**config.mk**
```make
export PLATFORM = sky130hd
export DESIGN_NAME = ntcc_div_pipe
export DESIGN_NICKNAME = d
export VERILOG_FILES = /design/src/sv/ntcc_pkg.sv /design/src/sv/ntcc_div_pipe.sv
export SDC_FILE = /design/constraint.sdc
export NUM_CORES = 2
export LEC_CHECK = 0
export ABC_AREA = 1
export BUFFER_PORTS_ARGS = -buffer_cell sky130_fd_sc_hd__buf_2
export CORE_ASPECT_RATIO = 0.9
export CORE_MARGIN = 3
export CORE_UTILIZATION = 58
export CTS_BUF_LIST = sky130_fd_sc_hd__clkbuf_4
export DETAILED_ROUTE_END_ITERATION = 8
export GPL_ROUTABILITY_DRIVEN = 1
export PLACE_DENSITY_LB_ADDON = 0.25
export SLEW_MARGIN = 10
export SYNTH_ARGS = -nofsm -noshare
export SYNTH_HDL_FRONTEND = slang
export SYNTH_SLANG_ARGS = --single-unit
```
**constraint.sdc**
```tcl
create_clock -name clk -period 1.94 [get_ports clk]
set_input_delay 0.388 -clock clk [delete_from_list [all_inputs] [get_ports clk]]
set_output_delay 0.388 -clock clk [all_outputs]
set_load 0.01 [all_outputs]
```
**src/sv/ntcc_pkg.sv**
```systemverilog
// Shared constants and types for the thermistor-to-Celsius converter.
`default_nettype none

package ntcc_pkg;

    localparam int CODE_W  = 10;
    localparam int PAD_W   = 20;
    localparam int TEMP_W  = 15;
    localparam int STAT_W  = 2;
    localparam int PADDR_W = 3;
    localparam int PDATA_W = 32;

    localparam logic [PAD_W-1:0] PAD_RESET = 20'd9850;

    // Register index taken from paddr[2]
    localparam logic REG_PAD = 1'b0;

    // Log2 mantissa fraction bits and squaring rounds
    localparam int LOG_FRAC = 31;

    // Steinhart-Hart coefficients in Q46, ln 2 in Q32
    localparam logic [46:0] COEF_A_Q46 = 47'd79456726751;
    localparam logic [34:0] COEF_B_Q46 = 35'd16475082231;
    localparam logic [22:0] COEF_C_Q46 = 23'd6169516;
    localparam logic [31:0] LN2_Q32    = 32'd2977044472;

    // Centikelvin quotient fits in 17 bits since D >= A
    localparam int CK_W = 17;
    localparam logic [CK_W:0] ZERO_C_CENTI = 18'd27315;
    localparam logic signed [CK_W:0] TEMP_MIN = -18'sd5500;
    localparam logic signed [CK_W:0] TEMP_MAX = 18'sd15000;

    typedef enum logic [STAT_W-1:0] {
        STAT_OK    = 2'd0,
        STAT_NOVAL = 2'd1,
        STAT_LOW   = 2'd2,
        STAT_HIGH  = 2'd3
    } status_t;

endpackage

`default_nettype wire

```
**src/sv/ntcc_div_pipe.sv**
```systemverilog
// Pipelined restoring divider, one quotient bit per stage.
`default_nettype none

module ntcc_div_pipe
    import ntcc_pkg::*;
#(
    parameter int NW = 31,
    parameter int DW = 10,
    parameter int QW = 31,
    parameter int TW = 1
) (
    input  wire logic          clk,
    input  wire logic          rst_n,
    input  wire logic          adv,
    input  wire logic          in_valid,
    input  wire logic [NW-1:0] num,
    input  wire logic [DW-1:0] den,
    input  wire logic [TW-1:0] in_tag,
    output logic               out_valid,
    output logic [QW-1:0]      quo,
    output logic [TW-1:0]      out_tag
);

    logic [QW-1:0] vld_reg;
    logic [DW-1:0] rem_reg [QW];
    logic [DW-1:0] den_reg [QW];
    logic [QW-1:0] q_reg   [QW];
    logic [QW-1:0] low_reg [QW];
    logic [TW-1:0] tag_reg [QW];

    for (genvar s = 0; s < QW; s++) begin : g_step
        logic          v_cur;
        logic [DW-1:0] rem_cur;
        logic [DW-1:0] den_cur;
        logic [QW-1:0] q_cur;
        logic [QW-1:0] low_cur;
        logic [TW-1:0] tag_cur;
        logic [DW:0]   trial;
        logic          ge;
        logic [DW:0]   diff;

        if (s == 0) begin : g_first
            // High part of the numerator is known to be below the divisor
            assign v_cur   = in_valid;
            assign rem_cur = DW'(num >> QW);
            assign den_cur = den;
            assign q_cur   = '0;
            assign low_cur = QW'(num);
            assign tag_cur = in_tag;
        end else begin : g_next
            assign v_cur   = vld_reg[s-1];
            assign rem_cur = rem_reg[s-1];
            assign den_cur = den_reg[s-1];
            assign q_cur   = q_reg[s-1];
            assign low_cur = low_reg[s-1];
            assign tag_cur = tag_reg[s-1];
        end

        assign trial = {rem_cur, low_cur[QW-1-s]};
        assign ge    = trial >= {1'b0, den_cur};
        assign diff  = trial - {1'b0, den_cur};

        always_ff @(posedge clk or negedge rst_n)
        begin
            if (!rst_n)
            begin
                vld_reg[s] <= 1'b0;
            end
            else if (adv)
            begin
                vld_reg[s] <= v_cur;
            end
        end

        always_ff @(posedge clk)
        begin
            if (adv)
            begin
                rem_reg[s] <= ge ? DW'(diff) : DW'(trial);
                q_reg[s]   <= QW'({q_cur, ge});
                den_reg[s] <= den_cur;
                low_reg[s] <= low_cur;
                tag_reg[s] <= tag_cur;
            end
        end
    end

    assign out_valid = vld_reg[QW-1];
    assign quo       = q_reg[QW-1];
    assign out_tag   = tag_reg[QW-1];

endmodule

`default_nettype wire

```
After elaboration in Yosys (flattened, before gate mapping)
Memory sizes are Yosys's and may differ from the RTL's.
Cells that the tools add are included.
- input port bits: 46
- RAM bits: 2573
- output and inout port bits: 33
- register bits: 31
- memories: 5
- add/sub/neg operators: 31
- muxes and demuxes: 33
- order comparisons: 31
- memories (name ; words ; width ; read ports ; clocked after Yosys merged registers in ; wr ports ; line ; RTL):
    low_reg ; 31 ; 31 ; 30 ; 0 ; 31 ; ntcc_div_pipe.sv:28 ; logic [QW-1:0] low_reg [QW];
    q_reg ; 31 ; 31 ; 31 ; 0 ; 31 ; ntcc_div_pipe.sv:27 ; logic [QW-1:0] q_reg [QW];
    den_reg ; 31 ; 10 ; 30 ; 0 ; 31 ; ntcc_div_pipe.sv:26 ; logic [DW-1:0] den_reg [QW];
    rem_reg ; 31 ; 10 ; 30 ; 0 ; 31 ; ntcc_div_pipe.sv:25 ; logic [DW-1:0] rem_reg [QW];
    tag_reg ; 31 ; 1 ; 31 ; 0 ; 31 ; ntcc_div_pipe.sv:29 ; logic [TW-1:0] tag_reg [QW];
- operators with widths (kind ; number):
    11-bit by 10-bit greater-or-equal comparator with 1-bit output ; 30
    10-bit 2-to-1 mux ; 31
    10-bit subtractor ; 30
    1-bit by 10-bit greater-or-equal comparator with 1-bit output ; 1
    1-bit by 10-bit subtractor with 10-bit output ; 1
    1-bit 2-to-1 mux ; 2

Logic depth before layout (Yosys ltp)
An unclocked memory read counts as a cell.
- word-level depth: 3
- gate-level depth with buffers: 13

Least setup slack after synthesis
No wires, ideal clock.
- kind: register to register
- from: mem rem_reg[2][4] (netlist: rem_reg[0][24])
- to: mem rem_reg[3][9] (netlist: rem_reg[0][39]) (data pin)
- stages on the path, launching flop included: 11
- setup slack: 160 ps
- data arrival time: 1528 ps
- cell sequence: edfxtp_1 ha_1 nand2_2 inv_1 a21oi_1 nand2_1 nand2_1 nand2_2 buf_12 nand3_4 nand2_2
- RTL lines (what ; line):
    start: declaration ; ntcc_div_pipe.sv:25

==> impl_metrics.xml <==
<?xml version="1.0" encoding="UTF-8"?>
<metrics>
  <group name="run_status">
    <metric name="outcome" unit="">complete, but fails checks</metric>
    <metric name="violations_in_the_final_reports" unit="">setup timing</metric>
  </group>
  <group name="pwr">
    <metric name="cellLeakagePower" unit="nW">38.2</metric>
    <metric name="p_comb_share" unit="%">38.8</metric>
    <metric name="fraction_of_power_spent_switching_nets" unit="%">34.1</metric>
    <metric name="clockPowerShare" unit="%">21.1</metric>
    <metric name="worst_ir_drop_on_vdd" unit="uV">713</metric>
    <metric name="internal-power" unit="mW">81.2</metric>
    <metric name="net-switching-power" unit="mW">42.0</metric>
    <metric name="seq_power_share" unit="%">40.1</metric>
    <metric name="power.density_cell_area" unit="nW/um2">1390</metric>
  </group>
  <group name="floorplanning">
    <metric name="floorplan.rows" unit="">120</metric>
    <metric name="num_io_pins" unit="">79</metric>
    <metric name="chipHeight" unit="um">337</metric>
    <metric name="start_util" unit="%">59.0</metric>
    <metric name="die_ar" unit="um2">126000</metric>
    <metric name="core_region_area" unit="um2">120000</metric>
    <metric name="width_of_the_die" unit="um">374</metric>
  </group>
  <group name="yosys">
    <metric name="mappedNetlistArea" unit="um2">70700</metric>
    <metric name="synth_area_leader_cell" unit="">sky130_fd_sc_hd__edfxtp_1</metric>
    <metric name="async_reset_ff_share" unit="%">1.91</metric>
    <metric name="ys_seq_elements" unit="">1623</metric>
    <metric name="yosys-top-cells-count" unit="">sky130_fd_sc_hd__nand2_1, sky130_fd_sc_hd__edfxtp_1, sky130_fd_sc_hd__inv_1</metric>
    <metric name="yosysWarnings" unit="">0</metric>
    <metric name="post-synth-top-area-fraction" unit="%">67.6</metric>
    <metric name="synth_most_common_cell" unit="">sky130_fd_sc_hd__nand2_1</metric>
    <metric name="cells_taking_the_most_area_after_synthesis" unit="">sky130_fd_sc_hd__edfxtp_1, sky130_fd_sc_hd__nand2_1, sky130_fd_sc_hd__ha_1</metric>
    <metric name="synth_edf_count" unit="">1592</metric>
    <metric name="dominantRegCellSynth" unit="">sky130_fd_sc_hd__edfxtp_1</metric>
    <metric name="postSynthAreaPerCell" unit="um2">12.3</metric>
    <metric name="synth.lib_cells_used.distinct" unit="">40</metric>
    <metric name="synth.yosys.seq_area_share" unit="%">68.7</metric>
    <metric name="synth_fp_nets" unit="">6147</metric>
    <metric name="netlist_instances" unit="">5770</metric>
  </group>
  <group name="placed_design">
    <metric name="post-place-ws" unit="ps">-152</metric>
    <metric name="dpl.cell_count" unit="">8008</metric>
    <metric name="dp.final_hpwl" unit="um">90800</metric>
    <metric name="routabilityCongestion" unit="">0.883</metric>
    <metric name="portBuffers" unit="">78</metric>
  </group>
  <group name="worst_setup_path">
    <metric name="critical_path_cell_count" unit="">1</metric>
    <metric name="timing.critical_path.cells" unit="">buf_2</metric>
    <metric name="crit_path_top_delay_cell" unit="">sky130_fd_sc_hd__edfxtp_1</metric>
    <metric name="setup.worst_path.end_class" unit="">primary output</metric>
    <metric name="rr_worst_depth" unit="">10</metric>
    <metric name="critical_path.startpoint" unit="">q_reg[30][19]</metric>
    <metric name="max_incr_delay_on_cp" unit="ps">380</metric>
    <metric name="worstPathMaxFanout" unit="">1</metric>
    <metric name="worst_setup_path_start_kind" unit="">register</metric>
    <metric name="critical_path.n_buffers_inverters" unit="">1</metric>
    <metric name="critical_path.reg2reg.endpoint" unit="">rem_reg[1][83]</metric>
    <metric name="data_arrival_at_the_endpoint_of_the_critical_path" unit="ps">1810</metric>
    <metric name="setup_cp_type" unit="">register to primary output</metric>
    <metric name="cp_data_required_time" unit="ps">1550</metric>
    <metric name="worst_path_dominant_cell_family" unit="">flip-flops</metric>
    <metric name="crit-reg2reg-launch" unit="">rem_reg[1][75]</metric>
    <metric name="reg2reg_setup_slack" unit="ps">10</metric>
    <metric name="critical_path.endpoint" unit="">quo[19]</metric>
  </group>
  <group name="grt">
    <metric name="first_global_vias" unit="">44200</metric>
    <metric name="overflow" unit="">0</metric>
    <metric name="grt_first_pass_wirelength" unit="um">217000</metric>
    <metric name="maximum_number_of_pins_on_one_net_before_global_route_repair" unit="">91</metric>
    <metric name="antenna_found_initial" unit="">2</metric>
    <metric name="grtUsageTotal" unit="%">21.3</metric>
  </group>
  <group name="cts">
    <metric name="clk_transition_reported_paths" unit="ps">70</metric>
    <metric name="clock_buffer_depth" unit="">4</metric>
    <metric name="clock_tree.root_cell" unit="">sky130_fd_sc_hd__clkbuf_4</metric>
    <metric name="clk_latency" unit="ps">1270</metric>
    <metric name="cts-buffers-inserted" unit="">401</metric>
    <metric name="clock_tree_from_tritoncts" unit="">done</metric>
    <metric name="tritoncts_num_sinks" unit="">1623</metric>
    <metric name="ctsHtreeMaxLevel" unit="">5</metric>
  </group>
  <group name="worst_hold_path">
    <metric name="worst_hold_path_type" unit="">primary input to register</metric>
    <metric name="worstHoldStart" unit="">adv</metric>
  </group>
  <group name="route">
    <metric name="drt_iter0_markers" unit="">2930</metric>
    <metric name="detail_route.wirelength" unit="um">137000</metric>
    <metric name="drt-pass1-iter-count" unit="">8</metric>
    <metric name="routed-via-count" unit="">44900</metric>
    <metric name="avgViaCountPerCell" unit="">5.00</metric>
    <metric name="antenna_left" unit="">0</metric>
    <metric name="drc_errors" unit="">0</metric>
    <metric name="avgRoutedWirePerCell" unit="um">15.3</metric>
  </group>
  <group name="cells_and_area">
    <metric name="footprint_of_the_multi_input_gates" unit="um2">21800</metric>
    <metric name="largest_register_ffs" unit="">496</metric>
    <metric name="finalNetCount" unit="">7517</metric>
    <metric name="register_area" unit="um2">48600</metric>
    <metric name="layout.core_utilization" unit="%">73.8</metric>
    <metric name="final_cells" unit="">8981</metric>
    <metric name="syn_to_final_growth" unit="%">25.2</metric>
    <metric name="fill_cells" unit="">7873</metric>
    <metric name="drive_gt1_share" unit="%">33.3</metric>
  </group>
  <group name="timing">
    <metric name="final.min_clock_period" unit="ps">2200</metric>
    <metric name="fin_skew" unit="ps">134</metric>
    <metric name="hold_viol_final" unit="">0</metric>
    <metric name="timing.final.max_slew_violations" unit="">0</metric>
    <metric name="final_critical_path_setup_slack" unit="ps">-258</metric>
    <metric name="slew-limit-headroom" unit="%">57.4</metric>
    <metric name="clock.fmax" unit="MHz">455</metric>
    <metric name="setup_viol_count_final" unit="">34</metric>
    <metric name="worst_pin_slew" unit="ps">637</metric>
    <metric name="rsz0062_at_grt" unit="">true</metric>
    <metric name="final.period_utilization" unit="%">113</metric>
    <metric name="finalHoldWorstSlack" unit="ps">131</metric>
  </group>
  <group name="flow_run">
    <metric name="cap_viol_max_count" unit="">0</metric>
  </group>
</metrics>
[metal layers]
| layer | vias to the layer above | routed length (um) | GRT usage, % | part of all wire [%] |
|---|---|---|---|---|
| met5 | - | 0 | 0 | 0 |
| met3 | 248 | 5710 | 3.70 | 4.2 |
| met1 | 21300 | 62800 | 29.4 | 46 |
| met4 | 0 | 2980 | 8.04 | 2.2 |
| met2 | 1014 | 66000 | 34.4 | 48 |
| li1 | 22400 | - | - | - |
[power by group through the flow]
stage               sequential (mW)  combinational [mW]  clock (mW)
finish                         49.4                47.8        26.0
floorplan                      48.0                27.0           0
detailed placement             49.2                39.8           0
global route                   49.8                53.1        29.0
global placement               49.1                39.2           0
CTS                            48.9                41.9        27.0
[worst min path at each step]
stage	to	slack, ps	depth (start not counted)
5_1_grt	rem_reg[1][6]	-20	3
2_1_floorplan	g_step[10].v_cur	90	0
3_3_place_gp	low_reg[8][21]	400	0
4_1_cts	rem_reg[0][1]	20	6
6_report	rem_reg[1][6]	130	3
3_5_place_dp	low_reg[10][0]	400	0
[stage by stage]
step | setup TNS, ps | power (mW) | area, um2
2_1_floorplan | 0 | 75.0 | 70700
3_3_place_gp | -5800 | 88.3 | 77800
3_5_place_dp | -8070 | 89.1 | 77800
6_report | -7140 | 123 | 88500
5_1_grt | -15270 | 132 | 88500
4_1_cts | -12940 | 118 | 84600
[placed cells by master, fill, tap and decap left out, drive strengths merged, types with 31 or more instances in the layout]
cell and n:
xor2 87, nor2 245, or2 33, o21ai 51, edfxtp 1592, dfrtp 31
nand3b 42, clkinv 90, nand2 1822, nand4 37, a21oi 147, ha 302
dlygate4sd3 94, buf 902, clkbuf 550, inv 878, nand3 380
[final cells by class]
type | instances | share of cell area, %
flip-flops and latches | 1623 | 54.9
clock inverters | 101 | 0.560
multi-input cells | 3243 | 24.6
clock buffers | 549 | 4.65
diodes | 8 | 0.0226
repair buffers | 998 | 9.29
inverters | 873 | 3.78
well taps | 1586 | 2.24
[what timing repair did]
| item | 4_1_cts | 5_1_grt |
|---|---|---|
| gates cloned | 3 | 3 |
| hold endpoints to repair | 1706 | 8 |
| hold buffers | 94 | 2 |
| resized for setup | 143 | 535 |
| buffers inserted | 31 | 182 |
| setup endpoints to repair | 226 | 326 |
| pin swaps | 13 | 152 |
[cells by family after synthesis]
group                      share of synthesized area [%]
AOI/OAI and AO/OA                                   1.76
xor gates and xnor gates                            1.08
adders and majority gates                           6.16
buffers and inverters                               5.32
DFF                                                 68.7
muxes                                             0.0159
and+or+nand+nor                                     17.0
[worst register-to-register path: cells and delay by family (launching register included)]
family	cells	cell delay, ps
adders and majority gates	1	330
buffers and inverters	2	130
DFF	1	450
and+or+nand+nor	7	670
No activity file was read; power rests on OpenSTA's default activity.
